==> config.mk <==
export PLATFORM = sky130hd
export DESIGN_NAME = glfs_ctrl
export DESIGN_NICKNAME = d
export VERILOG_FILES = /design/src/design/assert_macros.svh /design/src/design/glfs_pkg.sv /design/src/design/glfs_ctrl.sv
export SDC_FILE = /design/constraint.sdc
export NUM_CORES = 1
export LEC_CHECK = 0
export BUFFER_PORTS_ARGS = -buffer_cell sky130_fd_sc_hd__buf_4
export CORE_MARGIN = 4
export CORE_UTILIZATION = 55
export DETAILED_ROUTE_END_ITERATION = 10
export HOLD_SLACK_MARGIN = 0.03
export PLACE_DENSITY = 0.79
export SLEW_MARGIN = 30
export SYNTH_ARGS = -nofsm -noshare
export SYNTH_HDL_FRONTEND = slang
export SYNTH_SLANG_ARGS = --single-unit
==> constraint.sdc <==
create_clock -name clk -period 2.47 [get_ports clk]
set_clock_uncertainty 0.1 [all_clocks]
set_input_delay 0.247 -clock clk [delete_from_list [all_inputs] [get_ports clk]]
set_output_delay 0.247 -clock clk [all_outputs]
set_load 0.005 [all_outputs]
==> src/design/assert_macros.svh <==
// Assertion helpers for the force step unit.
// Clocked on clk, disabled while arst_n is low.
`ifndef ASSERT_MACROS_SVH
`define ASSERT_MACROS_SVH

// condition holds at every edge
`define ASSERT_CLK(lbl, cond) \
	lbl: assert property (@(posedge clk) disable iff (!arst_n) (cond)) \
		else $error("assertion failed");

// same-cycle implication
`define ASSERT_IMPL(lbl, ante, cons) \
	lbl: assert property (@(posedge clk) disable iff (!arst_n) (ante) |-> (cons)) \
		else $error("implication failed");

// next-cycle implication
`define ASSERT_NEXT(lbl, ante, cons) \
	lbl: assert property (@(posedge clk) disable iff (!arst_n) (ante) |=> (cons)) \
		else $error("next-cycle implication failed");

`endif

==> src/design/glfs_pkg.sv <==
// Shared types, codes and helpers of the graph layout force step unit.
// Used by glfs_ctrl, glfs_dp and the top level.
package glfs_pkg;

	localparam int NODE_DEPTH = 1024;
	localparam int IDX_W      = $clog2(NODE_DEPTH);
	localparam int DEG_W      = 11;

	localparam logic [DEG_W-1:0] DEG_MAX   = 11'd1024;
	localparam logic [16:0]      ONE_Q16   = 17'd65536;
	localparam logic [31:0]      TENTH_Q16 = 32'd6554;

	// item modes
	localparam logic [2:0] MODE_WRITE  = 3'd0;
	localparam logic [2:0] MODE_COUNT  = 3'd1;
	localparam logic [2:0] MODE_CENTER = 3'd2;
	localparam logic [2:0] MODE_LINK   = 3'd3;
	localparam logic [2:0] MODE_INTEG  = 3'd4;

	// register indexes
	localparam logic [2:0] REG_ALPHA  = 3'd0;
	localparam logic [2:0] REG_CENTER = 3'd1;
	localparam logic [2:0] REG_LINK   = 3'd2;
	localparam logic [2:0] REG_DIST   = 3'd3;
	localparam logic [2:0] REG_DECAY  = 3'd4;

	// multiplier jobs
	localparam logic [3:0] M_ACS  = 4'd0;
	localparam logic [3:0] M_CFPX = 4'd1;
	localparam logic [3:0] M_CFPY = 4'd2;
	localparam logic [3:0] M_VDX  = 4'd3;
	localparam logic [3:0] M_VDY  = 4'd4;
	localparam logic [3:0] M_DXX  = 4'd5;
	localparam logic [3:0] M_DYY  = 4'd6;
	localparam logic [3:0] M_AK   = 4'd7;
	localparam logic [3:0] M_RAK  = 4'd8;
	localparam logic [3:0] M_DXL  = 4'd9;
	localparam logic [3:0] M_DYL  = 4'd10;
	localparam logic [3:0] M_FXB  = 4'd11;
	localparam logic [3:0] M_FYB  = 4'd12;
	localparam logic [3:0] M_FXNB = 4'd13;
	localparam logic [3:0] M_FYNB = 4'd14;

	// divider jobs
	localparam logic [1:0] D_BIAS  = 2'd0;
	localparam logic [1:0] D_RATIO = 2'd1;
	localparam logic [1:0] D_L     = 2'd2;

	// datapath ops done without a serial unit
	localparam logic [2:0] A_NONE  = 3'd0;
	localparam logic [2:0] A_LOAD  = 3'd1;
	localparam logic [2:0] A_INC_S = 3'd2;
	localparam logic [2:0] A_INC_T = 3'd3;
	localparam logic [2:0] A_SYNC  = 3'd4;
	localparam logic [2:0] A_DIFF  = 3'd5;
	localparam logic [2:0] A_INTEG = 3'd6;

	typedef struct packed {
		logic signed [31:0] px;
		logic signed [31:0] py;
		logic signed [31:0] vx;
		logic signed [31:0] vy;
		logic [DEG_W-1:0]   deg;
	} node_t;

	typedef struct packed {
		logic       take;
		logic       rd_en;
		logic       rd_sel;   // 0 first node, 1 second node
		logic       ld_s;
		logic       ld_t;
		logic       wr_en;
		logic       wr_sel;
		logic       mul_go;
		logic [3:0] mul_sel;
		logic       div_go;
		logic [1:0] div_sel;
		logic       sqrt_go;
		logic [2:0] alu;
		logic       out_load;
	} cmd_t;

	typedef struct packed {
		logic [2:0] mode;
		logic       mul_busy;
		logic       div_busy;
		logic       sqrt_busy;
		logic       unit_done;
	} sts_t;

	function automatic logic signed [95:0] ext32(input logic signed [31:0] v);
		return {{64{v[31]}}, v};
	endfunction

	function automatic logic signed [31:0] sat32(input logic signed [95:0] v);
		if (v > 96'sh7FFF_FFFF)
			return 32'sh7FFF_FFFF;
		else if (v < -96'sh8000_0000)
			return -32'sh8000_0000;
		else
			return v[31:0];
	endfunction

	function automatic logic [31:0] abs32(input logic [31:0] v);
		return v[31] ? (~v + 32'd1) : v;
	endfunction

	function automatic logic [47:0] abs48(input logic [47:0] v);
		return v[47] ? (~v + 48'd1) : v;
	endfunction

	function automatic logic [63:0] abs64(input logic [63:0] v);
		return v[63] ? (~v + 64'd1) : v;
	endfunction

endpackage

==> src/design/glfs_ctrl.sv <==
// Sequencer of the force step unit: steps each item through memory
// accesses and unit jobs. Depends on glfs_pkg; drives glfs_dp.
module glfs_ctrl import glfs_pkg::*; (
	input  logic clk,
	input  logic arst_n,
	input  logic in_valid,
	output logic in_ready,
	output logic out_valid,
	input  logic out_ready,
	input  sts_t sts,
	output cmd_t cmd
);

	localparam logic [5:0] ST_IDLE   = 6'd0;
	localparam logic [5:0] ST_DISP   = 6'd1;
	localparam logic [5:0] ST_LD_S   = 6'd2;
	localparam logic [5:0] ST_LD_T   = 6'd3;
	localparam logic [5:0] ST_WR_S   = 6'd4;
	localparam logic [5:0] ST_FIN_RD = 6'd5;
	localparam logic [5:0] ST_FIN_LD = 6'd6;
	localparam logic [5:0] ST_WAIT   = 6'd7;
	localparam logic [5:0] ST_CNT_T  = 6'd8;
	localparam logic [5:0] ST_CNT_WT = 6'd9;
	localparam logic [5:0] ST_CNT_SY = 6'd10;
	localparam logic [5:0] ST_CNT_S  = 6'd11;
	localparam logic [5:0] ST_C_ACS  = 6'd12;
	localparam logic [5:0] ST_C_X    = 6'd13;
	localparam logic [5:0] ST_C_Y    = 6'd14;
	localparam logic [5:0] ST_I_VX   = 6'd15;
	localparam logic [5:0] ST_I_VY   = 6'd16;
	localparam logic [5:0] ST_I_POS  = 6'd17;
	localparam logic [5:0] ST_L_D    = 6'd18;
	localparam logic [5:0] ST_L_SQX  = 6'd19;
	localparam logic [5:0] ST_L_SQY  = 6'd20;
	localparam logic [5:0] ST_L_SQRT = 6'd21;
	localparam logic [5:0] ST_L_B    = 6'd22;
	localparam logic [5:0] ST_L_R    = 6'd23;
	localparam logic [5:0] ST_L_AK   = 6'd24;
	localparam logic [5:0] ST_L_RAK  = 6'd25;
	localparam logic [5:0] ST_L_L    = 6'd26;
	localparam logic [5:0] ST_L_FX   = 6'd27;
	localparam logic [5:0] ST_L_FY   = 6'd28;
	localparam logic [5:0] ST_L_TX   = 6'd29;
	localparam logic [5:0] ST_L_TY   = 6'd30;
	localparam logic [5:0] ST_L_WT   = 6'd31;
	localparam logic [5:0] ST_L_SYN  = 6'd32;
	localparam logic [5:0] ST_L_SX   = 6'd33;
	localparam logic [5:0] ST_L_SY   = 6'd34;

	logic [5:0] state_q, state_n;
	logic [5:0] ret_q, ret_n;
	logic       out_valid_q;

	assign in_ready  = (state_q == ST_IDLE);
	assign out_valid = out_valid_q;

	always_comb begin
		cmd     = '0;
		state_n = state_q;
		ret_n   = ret_q;
		unique case (state_q)
			ST_IDLE: begin
				if (in_valid) begin
					cmd.take = 1'b1;
					state_n  = ST_DISP;
				end
			end
			ST_DISP: begin
				if (sts.mode == MODE_WRITE) begin
					cmd.alu = A_LOAD;
					state_n = ST_WR_S;
				end else begin
					cmd.rd_en  = 1'b1;
					cmd.rd_sel = 1'b0;
					state_n    = ST_LD_S;
				end
			end
			ST_LD_S: begin
				cmd.ld_s   = 1'b1;
				cmd.rd_en  = 1'b1;
				cmd.rd_sel = 1'b1;
				state_n    = ST_LD_T;
			end
			ST_LD_T: begin
				cmd.ld_t = 1'b1;
				case (sts.mode)
					MODE_COUNT:  state_n = ST_CNT_T;
					MODE_CENTER: state_n = ST_C_ACS;
					MODE_LINK:   state_n = ST_L_D;
					MODE_INTEG:  state_n = ST_I_VX;
					default:     state_n = ST_FIN_RD;
				endcase
			end
			ST_WR_S: begin
				cmd.wr_en  = 1'b1;
				cmd.wr_sel = 1'b0;
				state_n    = ST_FIN_RD;
			end
			ST_FIN_RD: begin
				cmd.rd_en  = 1'b1;
				cmd.rd_sel = 1'b0;
				state_n    = ST_FIN_LD;
			end
			ST_FIN_LD: begin
				if (!out_valid_q || out_ready) begin
					cmd.out_load = 1'b1;
					state_n      = ST_IDLE;
				end
			end
			ST_WAIT: begin
				if (sts.unit_done)
					state_n = ret_q;
			end
			// count link: target first, then source so a self link adds two
			ST_CNT_T: begin
				cmd.alu = A_INC_T;
				state_n = ST_CNT_WT;
			end
			ST_CNT_WT: begin
				cmd.wr_en  = 1'b1;
				cmd.wr_sel = 1'b1;
				state_n    = ST_CNT_SY;
			end
			ST_CNT_SY: begin
				cmd.alu = A_SYNC;
				state_n = ST_CNT_S;
			end
			ST_CNT_S: begin
				cmd.alu = A_INC_S;
				state_n = ST_WR_S;
			end
			ST_C_ACS: begin
				cmd.mul_go = 1'b1; cmd.mul_sel = M_ACS;
				state_n = ST_WAIT; ret_n = ST_C_X;
			end
			ST_C_X: begin
				cmd.mul_go = 1'b1; cmd.mul_sel = M_CFPX;
				state_n = ST_WAIT; ret_n = ST_C_Y;
			end
			ST_C_Y: begin
				cmd.mul_go = 1'b1; cmd.mul_sel = M_CFPY;
				state_n = ST_WAIT; ret_n = ST_WR_S;
			end
			ST_I_VX: begin
				cmd.mul_go = 1'b1; cmd.mul_sel = M_VDX;
				state_n = ST_WAIT; ret_n = ST_I_VY;
			end
			ST_I_VY: begin
				cmd.mul_go = 1'b1; cmd.mul_sel = M_VDY;
				state_n = ST_WAIT; ret_n = ST_I_POS;
			end
			ST_I_POS: begin
				cmd.alu = A_INTEG;
				state_n = ST_WR_S;
			end
			ST_L_D: begin
				cmd.alu = A_DIFF;
				state_n = ST_L_SQX;
			end
			ST_L_SQX: begin
				cmd.mul_go = 1'b1; cmd.mul_sel = M_DXX;
				state_n = ST_WAIT; ret_n = ST_L_SQY;
			end
			ST_L_SQY: begin
				cmd.mul_go = 1'b1; cmd.mul_sel = M_DYY;
				state_n = ST_WAIT; ret_n = ST_L_SQRT;
			end
			ST_L_SQRT: begin
				cmd.sqrt_go = 1'b1;
				state_n = ST_WAIT; ret_n = ST_L_B;
			end
			ST_L_B: begin
				cmd.div_go = 1'b1; cmd.div_sel = D_BIAS;
				state_n = ST_WAIT; ret_n = ST_L_R;
			end
			ST_L_R: begin
				cmd.div_go = 1'b1; cmd.div_sel = D_RATIO;
				state_n = ST_WAIT; ret_n = ST_L_AK;
			end
			ST_L_AK: begin
				cmd.mul_go = 1'b1; cmd.mul_sel = M_AK;
				state_n = ST_WAIT; ret_n = ST_L_RAK;
			end
			ST_L_RAK: begin
				cmd.mul_go = 1'b1; cmd.mul_sel = M_RAK;
				state_n = ST_WAIT; ret_n = ST_L_L;
			end
			ST_L_L: begin
				cmd.div_go = 1'b1; cmd.div_sel = D_L;
				state_n = ST_WAIT; ret_n = ST_L_FX;
			end
			ST_L_FX: begin
				cmd.mul_go = 1'b1; cmd.mul_sel = M_DXL;
				state_n = ST_WAIT; ret_n = ST_L_FY;
			end
			ST_L_FY: begin
				cmd.mul_go = 1'b1; cmd.mul_sel = M_DYL;
				state_n = ST_WAIT; ret_n = ST_L_TX;
			end
			ST_L_TX: begin
				cmd.mul_go = 1'b1; cmd.mul_sel = M_FXB;
				state_n = ST_WAIT; ret_n = ST_L_TY;
			end
			ST_L_TY: begin
				cmd.mul_go = 1'b1; cmd.mul_sel = M_FYB;
				state_n = ST_WAIT; ret_n = ST_L_WT;
			end
			ST_L_WT: begin
				cmd.wr_en  = 1'b1;
				cmd.wr_sel = 1'b1;
				state_n    = ST_L_SYN;
			end
			// self link: source update starts from the updated target
			ST_L_SYN: begin
				cmd.alu = A_SYNC;
				state_n = ST_L_SX;
			end
			ST_L_SX: begin
				cmd.mul_go = 1'b1; cmd.mul_sel = M_FXNB;
				state_n = ST_WAIT; ret_n = ST_L_SY;
			end
			ST_L_SY: begin
				cmd.mul_go = 1'b1; cmd.mul_sel = M_FYNB;
				state_n = ST_WAIT; ret_n = ST_WR_S;
			end
			default: state_n = ST_IDLE;
		endcase
	end

	always_ff @(posedge clk or negedge arst_n) begin
		if (!arst_n) begin
			state_q     <= ST_IDLE;
			ret_q       <= ST_IDLE;
			out_valid_q <= 1'b0;
		end else begin
			state_q <= state_n;
			ret_q   <= ret_n;
			if (cmd.out_load)
				out_valid_q <= 1'b1;
			else if (out_ready)
				out_valid_q <= 1'b0;
		end
	end

endmodule

==> qor.yml <==
status:
  run_status: "finished clean"
detailed_routing:
  firstDrtPassIters: 5
  wire_per_inst_um: 17.8
  drt_iter0_markers: 204
  vias_per_cell: 6.69
  drt_drc_violations_left: 0
  antenna_left: 0
  vias: 1919
  aggregate_routed_wire_length_mm: 5.11
grt:
  grt_start_max_net_pins: 19
  overflow: 0
  grtUsageTotal_pct: 29.7
  grt_pass1_wl_mm: 8.37
  first_global_vias: 1758
  antenna_found_initial: 0
clock_tree:
  clock_tree_from_tritoncts: "done"
  max-clock-path-buffers: 2
  clk_pin_slew_ns: 0.07
  insertion_delay_ns: 0.27
  cts_htree_levels: 1
  cts_made_buffers: 3
  clock_sinks: 13
  cts.root.buffer_cell: "sky130_fd_sc_hd__clkbuf_4"
placement:
  globalplace.congestion: 1.01
  dp_slack_ns: 0.280
  place.port_buffers: 29
  post-dp-hpwl_mm: 3.81
sta:
  grt_setup_unrepaired: "false"
  max_clock_freq_mhz: 438
  maxSlewHeadroom_pct: 57.8
  timing.final.ws_setup_ns: 0.189
  final_hold_viol_count: 0
  tns_ns: 0
  pin_slew_with_the_least_headroom_to_its_limit_ns: 0.633
  fin_crit_sh_pct: 92.4
  min_period_ns: 2.28
  report.final.slew_viol_count: 0
  setup_violations: 0
logic_synthesis:
  ys.warnings.count: 0
  synth_area_sq_mm: 0.00156
  yosys_most_used_dff: "sky130_fd_sc_hd__dfrtp_1"
  synth.ff_latch_count: 13
  synth_cells: 224
  synth_enable_flop_cells: 0
  synth.yosys.seq_area_share_pct: 20.8
  syn-num-nets: 235
  synth.lib_cells_used.distinct: 54
  async_reset_ff_share_pct: 100
  syn_area_per_cell_sq_um: 6.98
min_path:
  hp-start: "sts[0]"
  timing.hold.worst.class: "in -> reg"
  holdPathStages: 3
  hold_end: "state_q[0]"
setup_path:
  path_depth: 7
  worstSetupStartpointType: "flop"
  cp_data_required_time_ns: 2.12
  crit-reg2reg-capture: "state_q[1]"
  timing.rr.start: "state_q[1]"
  timing.critical_path.slowest_cell_delay_ns: 0.43
  crit_arrival_ns: 1.93
  worst-path-buf-inv: 3
  timing.critical_path.max_delay_family: "simple AND/OR/NAND/NOR gates"
  setup.worst_path.class: "reg -> out"
  critPathSlowestCell: "sky130_fd_sc_hd__nor3_1"
  worstPathMaxFanout: 14
  reg2reg_setup_slack_ns: 0.32
  cpMostUsedCell: "sky130_fd_sc_hd__buf_4"
  rr_worst_depth: 5
  timing.critical_path.cells: "buf_4 -> buf_4 -> nor3_1 -> nor2b_1 -> a31oi_1 -> nor2_1 -> buf_4"
  worstSetupEndpointType: "primary output"
floorplanning:
  initial_core_util_pct: 57.2
  die_h_um: 61.3
  ios: 33
  die-width_um: 61.3
  coreArea_sq_mm: 0.00273
  cell_rows: 19
  design.die.area_sq_mm: 0.00376
power:
  powerDensity_mw_per_mm2: 1120
  vdd_drop_max_mv: 1.04
  static-leakage-power_nw: 0.845
finish:
  layout.nets: 268
  area_growth_pct: 23.7
  drive_above_1_share_pct: 28.5
  number_of_antenna_cells_inserted: 0
run:
  maxCapViolCount: 0
-- registers in the layout, summed over array words and instances (netlist names) --
| name | cells |
|---|---|
| state_q | 6 |
| out_valid | 1 |
| ret_q | 6 |
-- where the power goes --
part | total [mW] | internal [mW] | switching, mW
registers | 0.447 | 0.298 | 0.149
clock network | 0.124 | 0.0626 | 0.0609
logic | 1.60 | 0.696 | 0.902
-- synthesized netlist by cell type, drive strengths merged, types with 3 or more instances --
cell / count / area (sq um)
a211o: 3 / 26.3
a21o: 3 / 22.5
a21oi: 19 / 95.1
a22oi: 4 / 30.0
a31oi: 8 / 50.1
a32oi: 4 / 35.0
and2: 3 / 18.8
buf: 18 / 96.3
clkbuf: 8 / 30.0
dfrtp: 13 / 325
inv: 7 / 26.3
mux2: 3 / 33.8
nand2: 15 / 56.3
nand2b: 7 / 43.8
nand3: 3 / 15.0
nor2: 23 / 86.3
nor2b: 7 / 43.8
nor3: 14 / 70.1
nor4: 3 / 18.8
o21ai: 14 / 73.8
o22ai: 6 / 37.5
o32ai: 4 / 35.0
-- cell type report --
cell class / count / area, sq um
fill: 243 / 800
clock buffer: 4 / 26.3
timing repair buffer: 54 / 412
inverter: 8 / 30.0
sequential: 13 / 330
tap: 31 / 38.8
multi-input combinational: 177 / 1100
-- worst max path at each step --
stage	startpoint	slack, ns	end
after floorplan	state_q[2]	0.58	state_q[0]
after global placement	state_q[1]	0.32	ret_q[2]
after global routing	state_q[1]	0.03	cmd[10]
after CTS	state_q[4]	0.02	cmd[1]
after detailed placement	state_q[3]	0.28	state_q[0]
final	state_q[0]	0.19	cmd[14]
-- cell usage in the layout, fill, tap and decap left out, types with 2 or more instances in the layout --
| cell type | Yosys | final |
|---|---|---|
| sky130_fd_sc_hd__o221ai_1 | 2 | 2 |
| sky130_fd_sc_hd__or3b_2 | 2 | 2 |
| sky130_fd_sc_hd__and3_1 | 2 | 2 |
| sky130_fd_sc_hd__a211oi_1 | 2 | 2 |
| sky130_fd_sc_hd__inv_1 | 7 | 7 |
| sky130_fd_sc_hd__nor3_1 | 14 | 14 |
| sky130_fd_sc_hd__and2_1 | 2 | 2 |
| sky130_fd_sc_hd__a32oi_1 | 4 | 4 |
| sky130_fd_sc_hd__dfrtp_2 | 0 | 4 |
| sky130_fd_sc_hd__mux2_2 | 3 | 3 |
| sky130_fd_sc_hd__nand2b_1 | 7 | 7 |
| sky130_fd_sc_hd__a31oi_1 | 8 | 8 |
| sky130_fd_sc_hd__o32ai_1 | 4 | 4 |
| sky130_fd_sc_hd__nor2b_1 | 7 | 5 |
| sky130_fd_sc_hd__o31ai_1 | 2 | 2 |
| sky130_fd_sc_hd__a21o_1 | 3 | 3 |
| sky130_fd_sc_hd__nand2_1 | 15 | 15 |
| sky130_fd_sc_hd__a211o_1 | 3 | 3 |
| sky130_fd_sc_hd__a21oi_1 | 19 | 19 |
| sky130_fd_sc_hd__dfrtp_1 | 13 | 9 |
| sky130_fd_sc_hd__nor2b_2 | 0 | 2 |
| sky130_fd_sc_hd__maj3_1 | 2 | 2 |
| sky130_fd_sc_hd__buf_4 | 2 | 52 |
| sky130_fd_sc_hd__nor3b_1 | 2 | 2 |
| sky130_fd_sc_hd__clkbuf_4 | 0 | 3 |
| sky130_fd_sc_hd__nor4_1 | 3 | 3 |
| sky130_fd_sc_hd__a22oi_1 | 4 | 4 |
| sky130_fd_sc_hd__nor2_1 | 23 | 23 |
| sky130_fd_sc_hd__nand3_1 | 3 | 3 |
| sky130_fd_sc_hd__o22ai_1 | 6 | 6 |
| sky130_fd_sc_hd__o21ai_0 | 13 | 13 |
-- worst reg2reg max path, stage by stage, from the launching register on --
cell	delay, ns
sky130_fd_sc_hd__dfrtp_2	0.53
sky130_fd_sc_hd__nor4b_1	0.41
sky130_fd_sc_hd__a2111oi_0	0.13
sky130_fd_sc_hd__a211oi_1	0.37
sky130_fd_sc_hd__o21ai_0	0.15
sky130_fd_sc_hd__or3_1	0.34
-- stage by stage --
step	power, mW	hold WS [ns]	utilization, %	instances	cell area (sq um)
CTS	2.10	0.182	69.9	287	1910
finish	2.17	0.190	70.8	287	1930
floorplan	1.40	-0.149	-	224	1560
detailed placement	1.97	-0.00741	68.6	282	1870
global route	2.34	0.161	70.8	287	1930
global placement	1.94	-0.00850	68.6	282	1870
-- cell families (layout without fill, tap and decap cells) --
family                   after synthesis  after routing  synth area share (%)
adder cells (fa/ha/maj)                2              2                  1.28
AND/OR/NAND/NOR                       87             87                  28.4
multiplexers                           3              3                  2.16
buffers and inverters                 34             66                  10.0
XOR/XNOR                               2              2                  1.12
AO/OA/AOI/OAI                         83             83                  36.2
flip-flops                            13             13                  20.8
-- what timing repair did --
item                                    in CTS  in global routing
setup buffers                                0                  0
hold buffers                                 1                  0
resized for setup                            1                  8
pin swaps                                    0                  0
endpoints found under the setup margin       1                  5
endpoints found under the hold margin       13                  0
-- per-layer routing --
layer  track usage (%)  part of all wire [%]
met3              5.45                    11
met2              45.9                    45
met1              39.4                    41
met4              15.2                   3.2
met5                 0                     0
Power figures use the tool's default switching activity.
